[src/hw/rtl/sfcc_pkg.sv]
// ----------------------------------------------------------------------------
// sfcc_pkg: shared types and constants for the SML frame checker
// Escape sequences, CRC-16/X-25 constants, mode codes and the result record.
// ----------------------------------------------------------------------------
package sfcc_pkg;

    // Field widths
    localparam int BYTE_W = 8;
    localparam int CRC_W  = 16;
    localparam int FLEN_W = 11;

    // Collection modes
    localparam logic [1:0] MODE_SEARCH  = 2'd0;
    localparam logic [1:0] MODE_COLLECT = 2'd1;
    localparam logic [1:0] MODE_TAIL    = 2'd2;

    // Tail byte positions
    localparam logic [1:0] TAIL_PAD    = 2'd0;
    localparam logic [1:0] TAIL_CRC_LO = 2'd1;
    localparam logic [1:0] TAIL_CRC_HI = 2'd2;

    // Escape sequences, oldest byte in the top bits
    localparam logic [63:0] START_SEQ = 64'h1B1B_1B1B_0101_0101;
    localparam logic [39:0] END_SEQ   = 40'h1B_1B1B_1B1A;
    localparam int          START_LEN = 8;

    // CRC-16/X-25, reflected
    localparam logic [CRC_W-1:0] CRC_POLY = 16'h8408;
    localparam logic [CRC_W-1:0] CRC_INIT = 16'hFFFF;
    localparam logic [CRC_W-1:0] CRC_XOR  = 16'hFFFF;

    // One byte through the reflected CRC, bit at a time
    function automatic logic [CRC_W-1:0] crc_byte(input logic [CRC_W-1:0] crc,
                                                  input logic [BYTE_W-1:0] b);
        logic [CRC_W-1:0] c;
        c = crc ^ {{(CRC_W-BYTE_W){1'b0}}, b};
        for (int i = 0; i < BYTE_W; i++) begin
            c = c[0] ? ((c >> 1) ^ CRC_POLY) : (c >> 1);
        end
        return c;
    endfunction

    // CRC state after the whole start escape
    function automatic logic [CRC_W-1:0] start_crc();
        logic [CRC_W-1:0] c;
        c = CRC_INIT;
        for (int k = 0; k < START_LEN; k++) begin
            c = crc_byte(c, START_SEQ[63 - 8*k -: 8]);
        end
        return c;
    endfunction

    localparam logic [CRC_W-1:0] CRC_START = start_crc();

    // One result record
    typedef struct packed {
        logic [BYTE_W-1:0] byte_echo;
        logic              in_frame;
        logic              start_found;
        logic              frame_done;
        logic              frame_good;
        logic              overflow;
        logic [CRC_W-1:0]  computed_crc;
        logic [CRC_W-1:0]  received_crc;
        logic [FLEN_W-1:0] frame_length;
    } t_result;

endpackage

[src/hw/rtl/sfcc_res_buf.sv]
// ----------------------------------------------------------------------------
// sfcc_res_buf: result register with skid stage
// Holds one result for the output and catches a second one while it stalls.
// ----------------------------------------------------------------------------
module sfcc_res_buf
    import sfcc_pkg::*;
(
    input  logic    i_clk,
    input  logic    i_rst_n,
    input  logic    i_load,
    input  t_result i_data,
    output logic    o_full,
    output logic    o_valid,
    output t_result o_data,
    input  logic    i_stall
);

    logic    r_valid;
    logic    r_skid_valid;
    t_result r_data;
    t_result r_skid;
    logic    take;
    logic    out_load;

    // output register free this cycle
    assign take     = r_valid && !i_stall;
    assign out_load = !r_valid || take;

    // control flags
    always_ff @(posedge i_clk) begin
        if (!i_rst_n) begin
            r_valid      <= 1'b0;
            r_skid_valid <= 1'b0;
        end else if (out_load) begin
            if (r_skid_valid) begin
                r_valid      <= 1'b1;
                r_skid_valid <= 1'b0;
            end else begin
                r_valid <= i_load;
            end
        end else if (i_load) begin
            r_skid_valid <= 1'b1;
        end
    end

    // payload
    always_ff @(posedge i_clk) begin
        if (out_load) begin
            r_data <= r_skid_valid ? r_skid : i_data;
        end else if (i_load) begin
            r_skid <= i_data;
        end
    end

    assign o_full  = r_skid_valid;
    assign o_valid = r_valid;
    assign o_data  = r_data;

endmodule

[src/hw/rtl/sml_frame_crc_checker_core.sv]
// Throughput: one byte per cycle while o_rx_stall is low; the CRC byte update
// and window compares sit between the frame state and the result register.
// A skid stage behind the result register keeps input flowing for one
// stalled result. Reset (synchronous, active low) returns to searching,
// clears the window, preloads the CRC and clears ignore_crc.
// ----------------------------------------------------------------------------
// sml_frame_crc_checker_core: SML transport frame finder and CRC check
// Finds start/end escapes, reads the tail and checks CRC-16/X-25 per frame.
// ----------------------------------------------------------------------------
module sml_frame_crc_checker_core
    import sfcc_pkg::*;
#(
    parameter int MAX_FRAME_BYTES = 1024
)
(
    input  logic              i_clk,
    input  logic              i_rst_n,
    // byte request channel
    input  logic              i_rx_valid,
    output logic              o_rx_stall,
    input  logic [BYTE_W-1:0] i_rx_byte,
    // configuration
    input  logic              i_cfg_we,
    input  logic              i_cfg_wdata,
    // result request channel
    output logic              o_res_valid,
    input  logic              i_res_stall,
    output logic [BYTE_W-1:0] o_byte_echo,
    output logic              o_in_frame,
    output logic              o_start_found,
    output logic              o_frame_done,
    output logic              o_frame_good,
    output logic              o_overflow,
    output logic [CRC_W-1:0]  o_computed_crc,
    output logic [CRC_W-1:0]  o_received_crc,
    output logic [FLEN_W-1:0] o_frame_length
);

    localparam int CNT_W = $clog2(MAX_FRAME_BYTES + 1);

    // frame state
    logic [63:0]       r_win,        n_win;
    logic [1:0]        r_mode,       n_mode;
    logic [CRC_W-1:0]  r_crc,        n_crc;
    logic [1:0]        r_tail_cnt,   n_tail_cnt;
    logic [BYTE_W-1:0] r_crc_lo,     n_crc_lo;
    logic [CNT_W-1:0]  r_byte_cnt,   n_byte_cnt;
    logic              r_ignore_crc;

    logic              accept;
    logic              buf_full;
    logic [63:0]       win_shift;
    logic [CNT_W-1:0]  cnt_inc;
    logic [CRC_W-1:0]  crc_upd;
    logic [CRC_W-1:0]  rx_crc;
    logic [CRC_W-1:0]  fin_crc;
    t_result           res;
    t_result           out_res;

    assign accept    = i_rx_valid && !buf_full;
    assign win_shift = {r_win[55:0], i_rx_byte};
    assign cnt_inc   = r_byte_cnt + 1'b1;
    assign crc_upd   = crc_byte(r_crc, i_rx_byte);
    assign rx_crc    = {i_rx_byte, r_crc_lo};
    assign fin_crc   = r_crc ^ CRC_XOR;

    // next state and result for the byte at the input
    always_comb begin
        n_win      = r_win;
        n_mode     = r_mode;
        n_crc      = r_crc;
        n_tail_cnt = r_tail_cnt;
        n_crc_lo   = r_crc_lo;
        n_byte_cnt = r_byte_cnt;

        res              = '0;
        res.byte_echo    = i_rx_byte;

        case (r_mode)
            MODE_COLLECT, MODE_TAIL: begin
                if (r_byte_cnt >= CNT_W'(MAX_FRAME_BYTES)) begin
                    // too long: abort and drop back to searching
                    res.overflow     = 1'b1;
                    res.frame_length = FLEN_W'(MAX_FRAME_BYTES);
                    n_win      = '0;
                    n_mode     = MODE_SEARCH;
                    n_crc      = CRC_INIT;
                    n_tail_cnt = '0;
                    n_crc_lo   = '0;
                    n_byte_cnt = '0;
                end else begin
                    res.in_frame     = 1'b1;
                    res.frame_length = FLEN_W'(cnt_inc);
                    n_byte_cnt       = cnt_inc;
                    if (r_mode == MODE_COLLECT) begin
                        n_win = win_shift;
                        n_crc = crc_upd;
                        if (win_shift[39:0] == END_SEQ) begin
                            n_mode     = MODE_TAIL;
                            n_tail_cnt = TAIL_PAD;
                        end
                    end else if (r_tail_cnt == TAIL_PAD) begin
                        n_crc      = crc_upd;
                        n_tail_cnt = TAIL_CRC_LO;
                    end else if (r_tail_cnt == TAIL_CRC_LO) begin
                        n_crc_lo   = i_rx_byte;
                        n_tail_cnt = TAIL_CRC_HI;
                    end else begin
                        // last tail byte: report and clear
                        res.frame_done   = 1'b1;
                        res.received_crc = rx_crc;
                        res.computed_crc = fin_crc;
                        res.frame_good   = r_ignore_crc || (fin_crc == rx_crc);
                        n_win      = '0;
                        n_mode     = MODE_SEARCH;
                        n_crc      = CRC_INIT;
                        n_tail_cnt = '0;
                        n_crc_lo   = '0;
                        n_byte_cnt = '0;
                    end
                end
            end
            default: begin
                // searching, unused code included
                n_win  = win_shift;
                n_mode = MODE_SEARCH;
                if (win_shift == START_SEQ) begin
                    res.start_found  = 1'b1;
                    res.in_frame     = 1'b1;
                    res.frame_length = FLEN_W'(START_LEN);
                    n_mode     = MODE_COLLECT;
                    n_crc      = CRC_START;
                    n_tail_cnt = '0;
                    n_byte_cnt = CNT_W'(START_LEN);
                end
            end
        endcase
    end

    // frame state registers
    always_ff @(posedge i_clk) begin
        if (!i_rst_n) begin
            r_win      <= '0;
            r_mode     <= MODE_SEARCH;
            r_crc      <= CRC_INIT;
            r_tail_cnt <= '0;
            r_crc_lo   <= '0;
            r_byte_cnt <= '0;
        end else if (accept) begin
            r_win      <= n_win;
            r_mode     <= n_mode;
            r_crc      <= n_crc;
            r_tail_cnt <= n_tail_cnt;
            r_crc_lo   <= n_crc_lo;
            r_byte_cnt <= n_byte_cnt;
        end
    end

    // configuration register
    always_ff @(posedge i_clk) begin
        if (!i_rst_n) begin
            r_ignore_crc <= 1'b0;
        end else if (i_cfg_we) begin
            r_ignore_crc <= i_cfg_wdata;
        end
    end

    // result register and skid stage
    sfcc_res_buf u_res_buf (
        .i_clk   (i_clk),
        .i_rst_n (i_rst_n),
        .i_load  (accept),
        .i_data  (res),
        .o_full  (buf_full),
        .o_valid (o_res_valid),
        .o_data  (out_res),
        .i_stall (i_res_stall)
    );

    assign o_rx_stall     = buf_full;
    assign o_byte_echo    = out_res.byte_echo;
    assign o_in_frame     = out_res.in_frame;
    assign o_start_found  = out_res.start_found;
    assign o_frame_done   = out_res.frame_done;
    assign o_frame_good   = out_res.frame_good;
    assign o_overflow     = out_res.overflow;
    assign o_computed_crc = out_res.computed_crc;
    assign o_received_crc = out_res.received_crc;
    assign o_frame_length = out_res.frame_length;

    // checks
    a_done_in_frame: assert property (@(posedge i_clk) disable iff (!i_rst_n)
        o_res_valid && (o_frame_done || o_start_found) |-> o_in_frame)
        else $error("frame_done or start_found outside a frame");

    a_ovf_excl: assert property (@(posedge i_clk) disable iff (!i_rst_n)
        o_res_valid && o_overflow |-> !o_in_frame && !o_frame_done)
        else $error("overflow together with frame flags");

    a_cnt_in_frame: assert property (@(posedge i_clk) disable iff (!i_rst_n)
        (r_mode == MODE_COLLECT || r_mode == MODE_TAIL) |->
            (r_byte_cnt >= CNT_W'(START_LEN)))
        else $error("frame byte count below start escape length");

    a_stall_has_res: assert property (@(posedge i_clk) disable iff (!i_rst_n)
        o_rx_stall |-> o_res_valid)
        else $error("input stalled with no result pending");

endmodule
[config.mk]
export PLATFORM = sky130hd
export DESIGN_NAME = sml_frame_crc_checker_core
export DESIGN_NICKNAME = d
export VERILOG_FILES = /design/src/hw/rtl/sfcc_pkg.sv /design/src/hw/rtl/sfcc_res_buf.sv /design/src/hw/rtl/sml_frame_crc_checker_core.sv
export SDC_FILE = /design/constraint.sdc
export NUM_CORES = 1
export LEC_CHECK = 0
export ABC_AREA = 1
export ABC_CLOCK_PERIOD_IN_PS = 9000
export BUFFER_PORTS_ARGS = -buffer_cell sky130_fd_sc_hd__buf_2
export CAP_MARGIN = 5
export CORE_MARGIN = 2
export CORE_UTILIZATION = 60
export CTS_BUF_LIST = sky130_fd_sc_hd__clkbuf_16
export DETAILED_ROUTE_END_ITERATION = 6
export PLACE_DENSITY = 0.76
export SLEW_MARGIN = 20
export SYNTH_ARGS = -nofsm -noshare
export SYNTH_HDL_FRONTEND = slang
export SYNTH_SLANG_ARGS = --single-unit
[constraint.sdc]
create_clock -name i_clk -period 9 [get_ports i_clk]
set_input_delay 0.9 -clock i_clk [delete_from_list [all_inputs] [get_ports i_clk]]
set_output_delay 0.9 -clock i_clk [all_outputs]
set_load 0.005 [all_outputs]
==> results.cfg <==
[yosys]
synth_flop_cell = edfxtp_1
synthArstFlopShare_pct = 0
synth_compound_area_share_pct = 8.07
yosys.area_share.simple_pct = 25.8
synth_fp_nets = 1108
synth-edff-count = 112
synthMuxAreaShare_pct = 0
ys_warn_count = 0
synthesis.area_mm2 = 0.00933
ys_ff_latch = 210
yosysSeqAreaShare_pct = 57.1
yosysUniqueCellTypes = 35
synthAdderAreaFrac_pct = 0.402
synth_cells = 1091
synthTopCellsByArea = edfxtp_1 36%, dfxtp_1 21%, nand2_1 13%, nor2_1 5.3%, nand3_1 4.9%
synth_top_cell_area_share_pct = 36.1
synth_area_leader_cell = edfxtp_1
synth_top_family_by_area = simple AND/OR/NAND/NOR gates
avgSynthCellArea_um2 = 8.55
synth_xor_area_share_pct = 2.07

[timing]
rsz0062_at_grt = no
period_minus_slack_ns = 2.77
setup_violations = 0
fmax_mhz = 361
fin_skew_ns = 0.0146
worstMarginPinSlew_ns = 0.893
finalHoldViolations = 0
fin_crit_sh_pct = 30.8
finalWorstSetupSlack_ns = 6.23
slew_headroom_pct = 40.4
tns_ns = 0
slew_viol_final = 0

[place]
place.gp.congestion = 0.853
pre_cts_slack_ns = 5.98
port_buffers = 71
dp.final_hpwl_mm = 13.0

[clock_network]
cts_tree = built
numCtsBuffers = 22
clock_latency_ns = 0.50
cts-resized-gates = 0
cts_max_path_buffers = 3
root_buffer = clkbuf_16
path_clk_slew_ns = 0.06
hold_buffers = 0
postCtsSetupRepairBufs = 0
ctsHtreeMaxLevel = 1
clock-sinks = 210

[routing]
routedWlPerCell_um = 15.1
ant_nets = 0
drt_iter0_drc = 739
drtPass1Iterations = 5
via_count = 7325
viasPerCell = 5.47
wl_mm = 20.3
drc = 0

[floorplan]
io_pins = 72
die_x_um = 129
core_mm2 = 0.0152
rows = 45
dieArea_mm2 = 0.0166
start_util_pct = 61.4
die_h_um = 129

[critical_path]
max_stage_delay_ns = 0.71
reg2reg_depth = 9
required_ns = 9.34
critPathMostFrequentCell = nor2_4
worstPathMaxFanout = 69
reg2reg_from = r_mode[1]
critPathLaunchType = flop
cpMaxStageDelayCell = clkinv_2
arrival_ns = 3.11
timing.reg2reg.setup_slack_ns = 6.23
rr_endpoint = r_win[0]
crit_type = reg2reg
path_cells = inv_1, ha_1, nor2_4, inv_2, nor2_4, a21oi_2, clkinv_2, a21oi_1, a211oi_1
endpoint_kind = flop

[finish]
area_growth_pct = 11.0
drive_gt1_share_pct = 11.8
final_cell_mix = 334 x nand2_1, 130 x nor2_1, 112 x edfxtp_1
n_antenna_cell = 0
final_common_cell = nand2_1
fin_nets = 1152

[min_path]
hold_end = r_win[50]
hold_depth = 2
worstHoldPathType = reg2reg
hp-start = r_win[50]

[power_and_ir_drop]
p_leak_nw = 4.26
p_per_area_mw_per_mm2 = 229
vdd_ir_drop_max_mv = 0.179

[global_routing]
grt_max_degree = 70
antenna_found_initial = 0
grt_usage_pct = 24.8
grt_pass1_wl_mm = 32.9
grt_pass1_vias = 6709
overflow = 0

[flow_run]
drv_cap = 0

[outcome]
status = completed
-- report_power, final --
group          internal, mW  leakage, nW  total, mW  switching [mW]
registers              1.08         1.94       1.13          0.0520
clock network         0.517        0.366      0.875           0.358
logic                 0.111         1.95      0.363           0.252
-- synthesized netlist by cell type, types with 2 or more instances --
cell	number
a211oi_1	16
a21oi_1	81
buf_1	4
buf_2	17
buf_4	3
buf_6	11
clkbuf_1	22
dfxtp_1	98
edfxtp_1	112
ha_1	3
inv_1	67
inv_2	8
nand2_1	335
nand2b_1	3
nand3_1	91
nand4_1	5
nor2_1	131
nor2_2	5
nor2_4	5
nor3_1	4
o21ai_0	30
o21ai_1	4
o22ai_1	3
or2_2	2
xnor2_1	8
xor2_1	14
-- cell families (layout without fill, tap and decap cells) --
family,Yosys count,in the layout
simple gates,585,585
flops,210,210
compound gates,139,139
buf+inv,132,191
xor+xnor,22,22
fa+ha+maj,3,3
-- state kept, by name (all words and copies together), names as in the netlist --
name,cells
r_crc_lo,8
u_res_buf.o_data,56
r_tail_cnt,2
r_ignore_crc,1
r_byte_cnt,11
r_crc,16
u_res_buf.o_valid,1
u_res_buf.r_skid,56
u_res_buf.o_full,1
r_win,56
r_mode,2
-- critical path, delay by kind of cell, from the launching register on --
family,cells,cell delay (ns)
adders and majority gates,1,0.51
and+or+nand+nor,2,0.16
buffers and inverters,3,0.92
DFF,1,0.31
AOI/OAI and AO/OA,3,0.69
-- metal layers --
| metal | up-vias | GRT usage (%) | wire, um |
|---|---|---|---|
| li1 | 3661 | - | - |
| met1 | 3418 | 33.5 | 8850 |
| met2 | 203 | 40.8 | 9850 |
| met3 | 43 | 3.74 | 945 |
| met4 | 0 | 9.14 | 607 |
| met5 | - | 0 | 0 |
-- how the worst max path moves through the flow --
stage / to / cells after the start / from
after floorplan: u_res_buf.r_skid[0] / 2 / i_res_stall
after global placement: u_res_buf.r_skid[27] / 5 / i_res_stall
after detailed placement: u_res_buf.r_skid[8] / 5 / i_res_stall
after CTS: r_win[0] / 9 / r_mode[1]
after global routing: r_win[0] / 9 / r_mode[1]
final: r_win[0] / 9 / r_mode[1]
-- final cells by class --
| type | instances | area [um2] |
|---|---|---|
| fill | 1260 | 4850 |
| clock inverter | 16 | 121 |
| clock buffer | 23 | 576 |
| inverter | 75 | 283 |
| tap | 188 | 235 |
| sequential | 210 | 5330 |
| timing repair buffer | 77 | 400 |
| multi-input combinational | 749 | 3410 |
-- metrics by stage --
| stage | hold slack (ns) | std cells | power (mW) | util (%) | instance area, um2 |
|---|---|---|---|---|---|
| final | 0.464 | 1338 | 2.37 | 68.1 | 10400 |
| after floorplan | 0.437 | 1091 | 1.42 | - | 9330 |
| after global routing | 0.478 | 1338 | 2.47 | 68.1 | 10400 |
| after global placement | 0.451 | 1299 | 1.50 | 63.5 | 9660 |
| after detailed placement | 0.457 | 1299 | 1.51 | 63.5 | 9660 |
| after CTS | 0.466 | 1338 | 2.38 | 68.1 | 10400 |
No activity file was read; power rests on OpenSTA's default activity.
